## config.mk

```make
export PLATFORM = sky130hd
export DESIGN_NAME = positive_sample_slot_averager_core_flat
export DESIGN_NICKNAME = d
export VERILOG_FILES = /design/src/rtl/core/pssa_pkg.sv /design/src/rtl/core/pssa_if.sv /design/src/rtl/core/positive_sample_slot_averager_core.sv /design/src/rtl/core/pssa_ram.sv /design/src/rtl/core/pssa_div.sv /design/src/flat_wrapper.sv
export VERILOG_INCLUDE_DIRS = /design/src /design/src/rtl/core
export SDC_FILE = /design/constraint.sdc
export NUM_CORES = 2
export LEC_CHECK = 0
export BUFFER_PORTS_ARGS = -buffer_cell sky130_fd_sc_hd__buf_2
export CORE_ASPECT_RATIO = 1.5
export CORE_MARGIN = 8
export CORE_UTILIZATION = 50
export DETAILED_ROUTE_END_ITERATION = 10
export PLACE_DENSITY = 0.63
export SYNTH_ARGS = -nofsm -noshare
export SYNTH_HDL_FRONTEND = slang
export SYNTH_HIERARCHICAL = 1
export SYNTH_SLANG_ARGS = --single-unit
```

## constraint.sdc

```tcl
create_clock -name clk_i -period 11.59 [get_ports clk_i]
set_clock_uncertainty 0.05 [all_clocks]
set_input_delay 1.159 -clock clk_i [delete_from_list [all_inputs] [get_ports clk_i]]
set_output_delay 1.159 -clock clk_i [all_outputs]
set_load 0.01 [all_outputs]
```

## src/rtl/core/positive_sample_slot_averager_core_assert.svh

```systemverilog
// Assertion macros shared by the slot averager RTL.
// Used by files that `include this header; needs clk_i and rst_ni in scope.
`ifndef POSITIVE_SAMPLE_SLOT_AVERAGER_CORE_ASSERT_SVH
`define POSITIVE_SAMPLE_SLOT_AVERAGER_CORE_ASSERT_SVH
`ifndef SYNTHESIS
`define PSSA_ASSERT(lbl, prop) \
  lbl: assert property (@(posedge clk_i) disable iff (!rst_ni) prop) \
    else $error("slot averager assertion failed");
`define PSSA_ASSERT_NEVER(lbl, expr) `PSSA_ASSERT(lbl, !(expr))
`else
`define PSSA_ASSERT(lbl, prop)
`define PSSA_ASSERT_NEVER(lbl, expr)
`endif
`endif

```

## src/rtl/core/pssa_pkg.sv

```systemverilog
// Shared widths and constants for the positive sample slot averager.
// No dependencies.
package pssa_pkg;
  localparam int TEMP_W = 16;
  localparam int AVG_W  = 15;
  localparam int IDX_W  = 6;
  localparam int CFG_W  = 7;
  localparam logic [CFG_W-1:0] SLOTS_RESET = 7'd24;
endpackage

```

## src/rtl/core/pssa_if.sv

```systemverilog
// Valid/ready channel interfaces for samples and per-slot results.
// Depends on pssa_pkg.
interface pssa_in_if import pssa_pkg::*; ();
  logic                     valid;
  logic                     ready;
  logic signed [TEMP_W-1:0] temperature;
  logic                     final_sample;

  modport source (output valid, temperature, final_sample, input ready);
  modport sink (input valid, temperature, final_sample, output ready);
endinterface

interface pssa_out_if import pssa_pkg::*; ();
  logic             valid;
  logic             ready;
  logic [IDX_W-1:0] slot_index;
  logic [AVG_W-1:0] average;
  logic             last_of_run;

  modport source (output valid, slot_index, average, last_of_run, input ready);
  modport sink (input valid, slot_index, average, last_of_run, output ready);
endinterface

```

## src/rtl/core/positive_sample_slot_averager_core.sv

```systemverilog
// Per-slot mean of positive temperature samples. A sample is read from the
// store (ST_IDLE), then added and written back (ST_UPD); no new sample is
// accepted until that is done. The sample flagged final starts a readout:
// each slot in use goes through a store read, the shared bit-serial divider
// and the output load, plus any output stall; slots come out in order,
// the last one flagged. The store holds one word per slot; a valid bit per
// slot, cleared at reset and after each readout, makes untouched slots read
// as zero, so no clearing pass is needed.
`include "positive_sample_slot_averager_core_assert.svh"
module positive_sample_slot_averager_core import pssa_pkg::*; #(
  parameter int MAX_SLOTS  = 64,
  parameter int COUNT_BITS = 16
) (
  input  logic             clk_i,
  input  logic             rst_ni,
  input  logic             cfg_we_i,
  input  logic [CFG_W-1:0] cfg_wdata_i,
  pssa_in_if.sink          sample_i,
  pssa_out_if.source       result_o
);
  localparam int AW      = (MAX_SLOTS > 1) ? $clog2(MAX_SLOTS) : 1;
  localparam int NW      = $clog2(MAX_SLOTS + 1);
  localparam int SUM_W   = COUNT_BITS + AVG_W;
  localparam int WORD_W  = SUM_W + COUNT_BITS;

  typedef enum logic [2:0] {
    ST_IDLE, ST_UPD, ST_EMIT_RD, ST_EMIT_LD, ST_EMIT_DIV
  } state_e;

  state_e                   state_q;
  logic [CFG_W-1:0]         slots_q;
  logic [AW-1:0]            pos_q, idx_q, addr_q;
  logic [MAX_SLOTS-1:0]     valid_q;
  logic [AVG_W-1:0]         temp_q;
  logic                     temp_pos_q, final_q;
  logic                     out_valid_q, out_last_q;
  logic [IDX_W-1:0]         out_idx_q;
  logic [AVG_W-1:0]         out_avg_q;
  logic                     cnt_zero_q;

  logic [NW-1:0]            n_eff;
  logic [AW-1:0]            pos_eff, pos_next;
  logic                     accept, out_load, out_last;
  logic                     ram_re, ram_we;
  logic [AW-1:0]            ram_raddr;
  logic [WORD_W-1:0]        ram_rdata, ram_wdata;
  logic [SUM_W-1:0]         cur_sum;
  logic [COUNT_BITS-1:0]    cur_cnt;
  logic                     div_start, div_busy, div_done;
  logic [AVG_W-1:0]         div_quo;

  always_comb begin
    if (slots_q == '0) begin
      n_eff = NW'(1);
    end else if (slots_q > CFG_W'(MAX_SLOTS)) begin
      n_eff = NW'(MAX_SLOTS);
    end else begin
      n_eff = slots_q[NW-1:0];
    end
    // Wrap a stale position left over from a register change.
    pos_eff  = (NW'(pos_q) >= n_eff) ? '0 : pos_q;
    pos_next = (NW'(pos_eff) + NW'(1) >= n_eff) ? '0 : AW'(pos_eff + 1'b1);
  end

  assign sample_i.ready = (state_q == ST_IDLE);
  assign accept         = sample_i.valid && sample_i.ready;

  assign ram_re    = accept || (state_q == ST_EMIT_RD);
  assign ram_raddr = (state_q == ST_EMIT_RD) ? idx_q : pos_eff;

  // Slots never written since the last readout read as zero.
  assign cur_sum = valid_q[addr_q] ? ram_rdata[WORD_W-1:COUNT_BITS] : '0;
  assign cur_cnt = valid_q[addr_q] ? ram_rdata[COUNT_BITS-1:0] : '0;

  // Saturated slots drop further samples entirely.
  assign ram_we    = (state_q == ST_UPD) && temp_pos_q && (cur_cnt != '1);
  assign ram_wdata = {cur_sum + SUM_W'(temp_q), cur_cnt + 1'b1};

  assign div_start = (state_q == ST_EMIT_LD);
  assign out_last  = (NW'(idx_q) + NW'(1) == n_eff);
  assign out_load  = (state_q == ST_EMIT_DIV) && div_done
                     && (!out_valid_q || result_o.ready);

  pssa_ram #(
    .WIDTH (WORD_W),
    .DEPTH (MAX_SLOTS)
  ) u_store (
    .clk_i   (clk_i),
    .we_i    (ram_we),
    .waddr_i (addr_q),
    .wdata_i (ram_wdata),
    .re_i    (ram_re),
    .raddr_i (ram_raddr),
    .rdata_o (ram_rdata)
  );

  pssa_div #(
    .COUNT_BITS (COUNT_BITS)
  ) u_div (
    .clk_i      (clk_i),
    .rst_ni     (rst_ni),
    .start_i    (div_start),
    .dividend_i (cur_sum),
    .divisor_i  (cur_cnt),
    .busy_o     (div_busy),
    .done_o     (div_done),
    .quotient_o (div_quo)
  );

  always_ff @(posedge clk_i or negedge rst_ni) begin
    if (!rst_ni) begin
      state_q     <= ST_IDLE;
      slots_q     <= SLOTS_RESET;
      pos_q       <= '0;
      idx_q       <= '0;
      addr_q      <= '0;
      valid_q     <= '0;
      temp_q      <= '0;
      temp_pos_q  <= 1'b0;
      final_q     <= 1'b0;
      cnt_zero_q  <= 1'b0;
      out_valid_q <= 1'b0;
      out_last_q  <= 1'b0;
      out_idx_q   <= '0;
      out_avg_q   <= '0;
    end else begin
      if (cfg_we_i) begin
        slots_q <= cfg_wdata_i;
      end
      if (out_load) begin
        out_valid_q <= 1'b1;
      end else if (result_o.ready) begin
        out_valid_q <= 1'b0;
      end
      case (state_q)
        ST_IDLE: begin
          if (accept) begin
            addr_q     <= pos_eff;
            pos_q      <= pos_next;
            temp_q     <= sample_i.temperature[AVG_W-1:0];
            temp_pos_q <= !sample_i.temperature[TEMP_W-1]
                          && (sample_i.temperature != '0);
            final_q    <= sample_i.final_sample;
            state_q    <= ST_UPD;
          end
        end
        ST_UPD: begin
          if (ram_we) begin
            valid_q[addr_q] <= 1'b1;
          end
          idx_q   <= '0;
          state_q <= final_q ? ST_EMIT_RD : ST_IDLE;
        end
        ST_EMIT_RD: begin
          addr_q  <= idx_q;
          state_q <= ST_EMIT_LD;
        end
        ST_EMIT_LD: begin
          cnt_zero_q <= (cur_cnt == '0);
          state_q    <= ST_EMIT_DIV;
        end
        ST_EMIT_DIV: begin
          if (out_load) begin
            out_idx_q  <= IDX_W'(idx_q);
            out_avg_q  <= cnt_zero_q ? '0 : div_quo;
            out_last_q <= out_last;
            if (out_last) begin
              // Readout done: empty the store and restart the day.
              valid_q <= '0;
              pos_q   <= '0;
              state_q <= ST_IDLE;
            end else begin
              idx_q   <= AW'(idx_q + 1'b1);
              state_q <= ST_EMIT_RD;
            end
          end
        end
        default: state_q <= ST_IDLE;
      endcase
    end
  end

  assign result_o.valid       = out_valid_q;
  assign result_o.slot_index  = out_idx_q;
  assign result_o.average     = out_avg_q;
  assign result_o.last_of_run = out_last_q;

  `PSSA_ASSERT(a_accept_to_upd, accept |=> (state_q == ST_UPD))
  `PSSA_ASSERT_NEVER(a_start_while_busy, div_start && div_busy)
  `PSSA_ASSERT_NEVER(a_overwrite_result, out_load && out_valid_q && !result_o.ready)
  `PSSA_ASSERT(a_clear_after_run,
    (out_load && out_last) |=> (valid_q == '0 && pos_q == '0 && out_last_q))
endmodule

```

## src/rtl/core/pssa_ram.sv

```systemverilog
// Generic single write port, single read port RAM with registered read data.
// No dependencies.
module pssa_ram #(
  parameter int WIDTH = 47,
  parameter int DEPTH = 64
) (
  input  logic                                    clk_i,
  input  logic                                    we_i,
  input  logic [(DEPTH > 1 ? $clog2(DEPTH) : 1)-1:0] waddr_i,
  input  logic [WIDTH-1:0]                        wdata_i,
  input  logic                                    re_i,
  input  logic [(DEPTH > 1 ? $clog2(DEPTH) : 1)-1:0] raddr_i,
  output logic [WIDTH-1:0]                        rdata_o
);
  logic [WIDTH-1:0] mem_q [DEPTH];
  logic [WIDTH-1:0] rdata_q;

  always_ff @(posedge clk_i) begin
    if (we_i) begin
      mem_q[waddr_i] <= wdata_i;
    end
    if (re_i) begin
      rdata_q <= mem_q[raddr_i];
    end
  end

  assign rdata_o = rdata_q;
endmodule

```

## src/rtl/core/pssa_div.sv

```systemverilog
// Restoring divider, one quotient bit per cycle, for the slot averages.
// Depends on pssa_pkg (quotient width).
module pssa_div import pssa_pkg::*; #(
  parameter int COUNT_BITS = 16
) (
  input  logic                          clk_i,
  input  logic                          rst_ni,
  input  logic                          start_i,
  input  logic [COUNT_BITS+AVG_W-1:0]   dividend_i,
  input  logic [COUNT_BITS-1:0]         divisor_i,
  output logic                          busy_o,
  output logic                          done_o,
  output logic [AVG_W-1:0]              quotient_o
);
  localparam int StepW = $clog2(AVG_W + 1);

  logic [COUNT_BITS-1:0] rem_q, rem_d;
  logic [COUNT_BITS-1:0] dvs_q;
  logic [AVG_W-1:0]      low_q;
  logic [AVG_W-1:0]      quo_q;
  logic [StepW-1:0]      step_q;
  logic                  busy_q, done_q;
  logic [COUNT_BITS:0]   trial;
  logic                  fits;

  // The quotient is known to fit AVG_W bits, so the upper dividend bits
  // already form a remainder below the divisor.
  always_comb begin
    trial = {rem_q, low_q[AVG_W-1]};
    fits  = trial >= {1'b0, dvs_q};
    rem_d = fits ? COUNT_BITS'(trial - {1'b0, dvs_q}) : trial[COUNT_BITS-1:0];
  end

  always_ff @(posedge clk_i or negedge rst_ni) begin
    if (!rst_ni) begin
      busy_q <= 1'b0;
      done_q <= 1'b0;
      step_q <= '0;
      rem_q  <= '0;
      dvs_q  <= '0;
      low_q  <= '0;
      quo_q  <= '0;
    end else if (start_i) begin
      busy_q <= 1'b1;
      done_q <= 1'b0;
      step_q <= StepW'(AVG_W);
      rem_q  <= dividend_i[COUNT_BITS+AVG_W-1:AVG_W];
      low_q  <= dividend_i[AVG_W-1:0];
      dvs_q  <= divisor_i;
    end else if (busy_q) begin
      rem_q  <= rem_d;
      low_q  <= {low_q[AVG_W-2:0], 1'b0};
      quo_q  <= {quo_q[AVG_W-2:0], fits};
      step_q <= step_q - 1'b1;
      if (step_q == StepW'(1)) begin
        busy_q <= 1'b0;
        done_q <= 1'b1;
      end
    end
  end

  assign busy_o     = busy_q;
  assign done_o     = done_q;
  assign quotient_o = quo_q;
endmodule

```

## src/flat_wrapper.sv

```systemverilog
// flat-port wrapper written by rule: the top's interface ports become plain ports
module positive_sample_slot_averager_core_flat import pssa_pkg::*;
#(
  parameter int MAX_SLOTS  = 64,
  parameter int COUNT_BITS = 16
)
  (clk_i, rst_ni, cfg_we_i, cfg_wdata_i, sample_i_valid, sample_i_temperature, sample_i_final_sample, sample_i_ready, result_o_valid, result_o_slot_index, result_o_average, result_o_last_of_run, result_o_ready);
  pssa_in_if sample_i_i ();
  pssa_out_if result_o_i ();
  input  logic clk_i;
  input  logic rst_ni;
  input  logic cfg_we_i;
  input  logic [CFG_W-1:0] cfg_wdata_i;
  input wire logic [$bits(sample_i_i.valid)-1:0] sample_i_valid;
  input wire logic [$bits(sample_i_i.temperature)-1:0] sample_i_temperature;
  input wire logic [$bits(sample_i_i.final_sample)-1:0] sample_i_final_sample;
  output wire logic [$bits(sample_i_i.ready)-1:0] sample_i_ready;
  output wire logic [$bits(result_o_i.valid)-1:0] result_o_valid;
  output wire logic [$bits(result_o_i.slot_index)-1:0] result_o_slot_index;
  output wire logic [$bits(result_o_i.average)-1:0] result_o_average;
  output wire logic [$bits(result_o_i.last_of_run)-1:0] result_o_last_of_run;
  input wire logic [$bits(result_o_i.ready)-1:0] result_o_ready;
  assign sample_i_i.valid = sample_i_valid;
  assign sample_i_i.temperature = sample_i_temperature;
  assign sample_i_i.final_sample = sample_i_final_sample;
  assign sample_i_ready = sample_i_i.ready;
  assign result_o_valid = result_o_i.valid;
  assign result_o_slot_index = result_o_i.slot_index;
  assign result_o_average = result_o_i.average;
  assign result_o_last_of_run = result_o_i.last_of_run;
  assign result_o_i.ready = result_o_ready;
  positive_sample_slot_averager_core #(.MAX_SLOTS(MAX_SLOTS), .COUNT_BITS(COUNT_BITS)) u_core (.clk_i(clk_i), .rst_ni(rst_ni), .cfg_we_i(cfg_we_i), .cfg_wdata_i(cfg_wdata_i), .sample_i(sample_i_i), .result_o(result_o_i));
endmodule
```

; ---- Yosys cells after proc, flatten, opt, wreduce, memory -nomap -nowiden
; Memories as Yosys holds them, arrays and structs flattened. A register that Yosys moved wholly into a read port is not among the register bits.
; Cells that the tools add are included.
[totals]
ram_bits = 3008
output_inout_bits = 24
reg_bits = 201
inputBits = 29
wordCells = 127
memories = 1
[memory_table]
columns = memory, words, word_bits, read_ports, rd_ports_with_merged_regs, write_ports, line
row1 = u_core.u_store.mem_q, 64, 47, 1, 1, 1, pssa_ram.sv:15  ; logic [WIDTH-1:0] mem_q [DEPTH];
[classes]
addsub = 8
n_eq_ne = 12
n_lt_le_gt_ge = 6
bitwise_logic = 2
n_reduce_logical = 30
n_mux = 47
[op_table]
columns = operator, count
row1 = $mux 64, 3
row2 = $pmux 64 s2, 1
row3 = $mux 16, 4
row4 = $or 64x64->64, 1
row5 = $mux 6, 9
row6 = $mux 15, 3
row7 = $pmux 6 s2, 3
row8 = $add 31x15->31, 1
row9 = $mux 31, 1
row10 = $ge 17x16->1, 1
row11 = $add 16x1->16 const B, 1
row12 = $logic_not 16->1, 1
row13 = $ne 16x16->1 const B, 1
row14 = $reduce_bool 16->1, 1
row15 = $sub 16x16->16, 1
row16 = $pmux 3 s5, 1
row17 = $add 6x1->7 const B, 2
row18 = $mux 7, 2
row19 = $add 6x1->6 const B, 2
row20 = $mux 1, 12
row21 = $reduce_and 2->1, 6
row22 = $reduce_bool 2->1, 6
row23 = $mux 4, 2
row24 = $reduce_and 4->1, 2
row25 = 24 further kinds, 38

; ---- Depth between registers and ports, before layout
[logic_depth]
word_depth = 10
mapped_depth = 21
depth_no_buf = 18

; ---- By module
; Netlist, hierarchy kept.
[by_module_without_submodules]
columns = mod, n_inst, area_each_um2, seq_area_each_um2, cells_each
row1 = pssa_ram, 1, 115268.1, 91738.0, 4890
row2 = positive_sample_slot_averager_core, 1, 8339.2, 3330.7, 899
row3 = pssa_div, 1, 3828.7, 1701.6, 414

; ---- Least setup slack after synthesis
; Ideal clock, no wire load.
[synth_timing]
path_type = register -> register
from = register u_core.addr_q[0]
to = memory u_core.u_store.mem_q[48][0], enable pin
period_less_slack_ns = 8.677
path_stages_with_launch = 20
slack_ns = 2.913
path_buffers = 3
setup_ns = 0.509
t_arrival_ns = 8.117
t_required_ns = 11.031
path_cell_list = dfrtp_1 buf_2 and2_0 clkbuf_1 a221oi_1 nor3_1 a211o_1 a211oi_2 buf_2 nand2b_1 inv_1 ha_1 and3_1 nand3_1 nor2_1 nand3_1 o21a_1 nor2b_1 nand4b_1 nor3_1
[synth_between]
elab_chain_len = 7
[synth_lines]
columns = element, line
row1 = "start, declared", positive_sample_slot_averager_core.sv:32  ; logic [AW-1:0] pos_q, idx_q, addr_q;
row2 = "start signal, assigned", positive_sample_slot_averager_core.sv:138  ; addr_q <= pos_eff;
row3 = "start signal, assigned", positive_sample_slot_averager_core.sv:155  ; addr_q <= idx_q;
row4 = $bmux 1 s6, positive_sample_slot_averager_core.sv:73  ; assign cur_cnt = valid_q[addr_q] ? ram_rdata[COUNT_BITS-1:0] : '0;
row5 = $mux 1 (implied by the code), positive_sample_slot_averager_core.sv:73
row6 = $mux 16, positive_sample_slot_averager_core.sv:73
row7 = net u_core.cur_cnt[0], positive_sample_slot_averager_core.sv:48  ; logic [COUNT_BITS-1:0] cur_cnt;
row8 = $ne 16x16->1, positive_sample_slot_averager_core.sv:76  ; assign ram_we = (state_q == ST_UPD) && temp_pos_q && (cur_cnt != '1);
row9 = $logic_and 1x1->1, positive_sample_slot_averager_core.sv:76
row10 = net u_core.ram_we, positive_sample_slot_averager_core.sv:44  ; logic ram_re, ram_we;
row11 = $mux 1, pssa_ram.sv:19  ; if (we_i) begin
row12 = $mux 1 (implied by the code), pssa_ram.sv:20  ; mem_q[waddr_i] <= wdata_i;
row13 = "end, declared", pssa_ram.sv:15
; The timed path passes the listed nets, and every way through them passes these cells. The select of a mux whose other input is x is not followed.

; ---- Worst setup path after layout
[layout_timing]
from = register u_core.addr_q[0]
to = memory u_core.u_store.mem_q[14][6], enable pin
; Same word-level chain as after synthesis.

==> results.md <==
* Hold Slack at 0.2063 ns
* Routed vias/inst at 6.444
* Arr. time, crit path at 8.92 ns
* Fmax at 0.1174 GHz
* Die Area at 271600 sq um
* PD cells at 314.1 nW/um^2
* Routed length on met2 at 173900 um
* Post-synth ARST share at 6.173%
* Layout Nets at 6492
* Antenna violations before repair at 14
* Postcts setup bufs at 0
* Reg-to-reg startpoint: u_core/addr_q[0]$_DFFE_PN0P_
* Final period utilization at 73.51%
* Post-CTS sizing at 0
* Remaining routing DRC violations at 0
* Top-count cell post-synth: edfxtp_1
* Minimum clock period at 8.520 ns
* Die height at 634.3 um
* Leak at 0.04496 uW
* Number of global-route vias before repair at 64.67k
* Final setup viols at 0
* Global route total overflow at 0
* Final ANT Viol Nets at 0
* Layout cells sized above 1 at 24.80%
* Max FO, Critical Path at 30
* Filler instances at 18.71k
* Clock-pin slew on the worst setup and hold paths at 0.06 ns
* Post-synth EDFFs at 3055
* Worst skew pair latency at 0.86 ns
* Routed len/inst at 34.59 um
* Die width at 428.2 um
* Fin Setup TNS at 0 ns
* CP endpoint kind: flop
* Avg Inst Size Synth at 20.54 sq um
* Top-area cell type share of the netlist area at 71.99%
* Pins Over Slew Limit at 0
* Synthesized Nets at 6284
* Synth cell count leaders: edfxtp_1, mux4_2, nand2_1, dfrtp_1, nor2_1
* Peak supply drop at 0.0004814 V
* Final Hold Viols at 0
* DR iter-0 viols at 7550
* Reg2reg setup slack at 3.07 ns
* Synthesis-to-layout area growth at 11.67%
* Clk buf depth at 4
* Crit-path max cell delay at 1.10 ns
* Post-Route WL at 344700 um
* Worst min-delay path class: in2async
* Critical path required time at 11.99 ns
* Rows at 227
* Crit Path Class: reg2reg
* Status: completed
* CTS hold repair buffers at 0
* Maxcap violations at 0
* Metal-1 WL at 125400 um
* Launching element type of the critical path: flop
* Pwr Total at 44700 uW
* Vias at 64.22k
* Reg2Reg Capture Point: u_core/u_store/mem_q[14][6]$_DFFE_PP_
* Worst-Margin Slew at 1.383 ns
* Crit path cell chain: nor2b_1 > a221oi_1 > o21ai_0 > a221o_1 > a211oi_4 > buf_4 > nand2b_1 > inv_1 > ha_1 > and3_1 > nand3_1 > nor2_1 > nand3_1 > o21a_1 > nor2b_1 > nand3_1 > nor2_4 > buf_4
* Most frequent CP cell: nand3_1
* Largest net degree at the start of global routing at 109
* FF+latch count, synth at 3256
* Slowest cell on crit path: nor2_4
* RSZ-0062 raised after global routing: false
* Seq/Total Area, Yosys at 75.94%
* Core area at 254200 sq um
* Post-synth design cell area at 127400 sq um
* Number of buffers added on ports at 52
* Synth Instances at 6203
* Buf+Inv Stages, Crit Path at 3
* Crit path max-delay family: simple AND/OR/NAND/NOR gates
* Reg2Reg Depth at 18
* DP HPWL at 204600 um
* First drt pass iteration count at 6
* Overall global routing resource usage at 24.95%
* Slew margin rel. at 7.066%
* First-pass GRT wire length at 489000 um
* IO Pins at 53
* Largest cells by area after synthesis: edfxtp_1, mux4_2, dfrtp_1
* Synth Flop Type: edfxtp_1
* Placer congestion estimate at 0.8962
* Top sig layer: met5
* CTS Sinks at 3256
* H-tree depth at 5
* Yosys top cell by area: edfxtp_1
* DR WL met3 at 25140 um
* CTS Root Cell: clkbuf_16
* CTS tree: built
* Synth Warn # at 6
* CTS buffer count at 298
* Initial core utilization at 50.13%
* Unique cell type count in the Yosys netlist at 77
[through the flow]
| step | instance area, sq um | util [%] | std cells | worst slack [ns] |
|---|---|---|---|---|
| floorplan | 127400 | - | 6203 | 2.913 |
| global placement | 132800 | 52.23 | 9430 | 3.239 |
| detailed placement | 132800 | 52.24 | 9431 | 3.261 |
| CTS | 142300 | 55.97 | 9952 | 3.209 |
| global route | 142300 | 55.98 | 9962 | 2.735 |
| finish | 142300 | 55.98 | 9965 | 3.070 |
[report_power, final]
group          leakage (uW)  internal, uW  switching, uW  total, uW
Clock               0.00464          5500           4250       9750
Combinational        0.0100          4760          11700      16500
Sequential           0.0303         18100            395      18500
Total                0.0450         28300          16400      44700
[routing by layer]
layer,global-route usage (%),vias to the layer above
met1,31.67,34610
met2,42.62,2898
met4,12.10,2
li1,-,26160
met5,0,-
met3,3.595,553
[cells by family after synthesis]
family | synth area share (%)
xor+xnor | 0.4899
simple gates | 2.815
mux | 14.58
fa+ha+maj | 0.5223
flops | 75.94
compound gates | 4.049
buf+inv | 1.605
[cells in the final DEF (no fill, tap or decap), types with 31 or more instances in the layout]
cell       netlist  routed
a21oi_1        113     113
a221oi_1        49      49
a22o_1          51      51
a22oi_1         31      31
buf_2          110      51
buf_4           37     192
clkbuf_1       140      51
clkbuf_16        0     307
clkinv_1         0      55
clkinv_2         0      50
dfrtp_1        199     199
edfxtp_1      3055    3055
ha_1            50      48
inv_1           49      47
mux2_2          76      74
mux2i_1        145     145
mux4_2         722     722
nand2_1        228     220
nand2b_1        49      44
nand3_1         40      40
nor2_1         176      89
nor2_4           0      87
nor2b_1         71      68
nor4_1          48      31
o21ai_0         98      96
o21ai_1         47      47
o221ai_1        59      59
o22a_1          32      32
o22ai_1        175     175
[area by class of cell]
class | count | area (sq um) | share of cell area (%)
Antenna cell | 13 | 32.53 | 0.02286
Clock buffer | 361 | 7915 | 5.562
Clock inverter | 160 | 1565 | 1.100
Inverter | 50 | 187.7 | 0.1319
Multi-Input combinational cell | 2550 | 29750 | 20.91
Sequential cell | 3256 | 96770 | 68.00
Tap cell | 3320 | 4154 | 2.919
Timing Repair Buffer | 255 | 1931 | 1.357
[registers in the layout, indices dropped and copies added (netlist names), 7 cells and up]
register and flops:
u_core/slots_q 7, u_core/u_div/quotient_o 15, u_core/temp_q 15, u_core/result_o.average 15
u_core/u_div/low_q 15, u_core/u_div/dvs_q 16, u_core/u_store/rdata_o 47, u_core/u_div/rem_q 16
u_core/valid_q 64, u_core/u_store/mem_q 3008
[worst max path at each step]
stage                                  from                                     end  slack, ns  depth (start not counted)
6_report       u_core/addr_q[0]$_DFFE_PN0P_   u_core/u_store/mem_q[14][6]$_DFFE_PP_       3.07                         18
5_1_grt        u_core/addr_q[0]$_DFFE_PN0P_   u_core/u_store/mem_q[14][6]$_DFFE_PP_       2.74                         18
4_1_cts        u_core/addr_q[0]$_DFFE_PN0P_   u_core/u_store/mem_q[14][6]$_DFFE_PP_       3.21                         18
3_5_place_dp   u_core/addr_q[0]$_DFFE_PN0P_  u_core/u_store/mem_q[14][22]$_DFFE_PP_       3.26                         18
3_3_place_gp   u_core/addr_q[0]$_DFFE_PN0P_  u_core/u_store/mem_q[14][22]$_DFFE_PP_       3.24                         18
2_1_floorplan  u_core/addr_q[0]$_DFFE_PN0P_   u_core/u_store/mem_q[48][0]$_DFFE_PP_       2.91                         19
(Power assumes the default switching activity.)
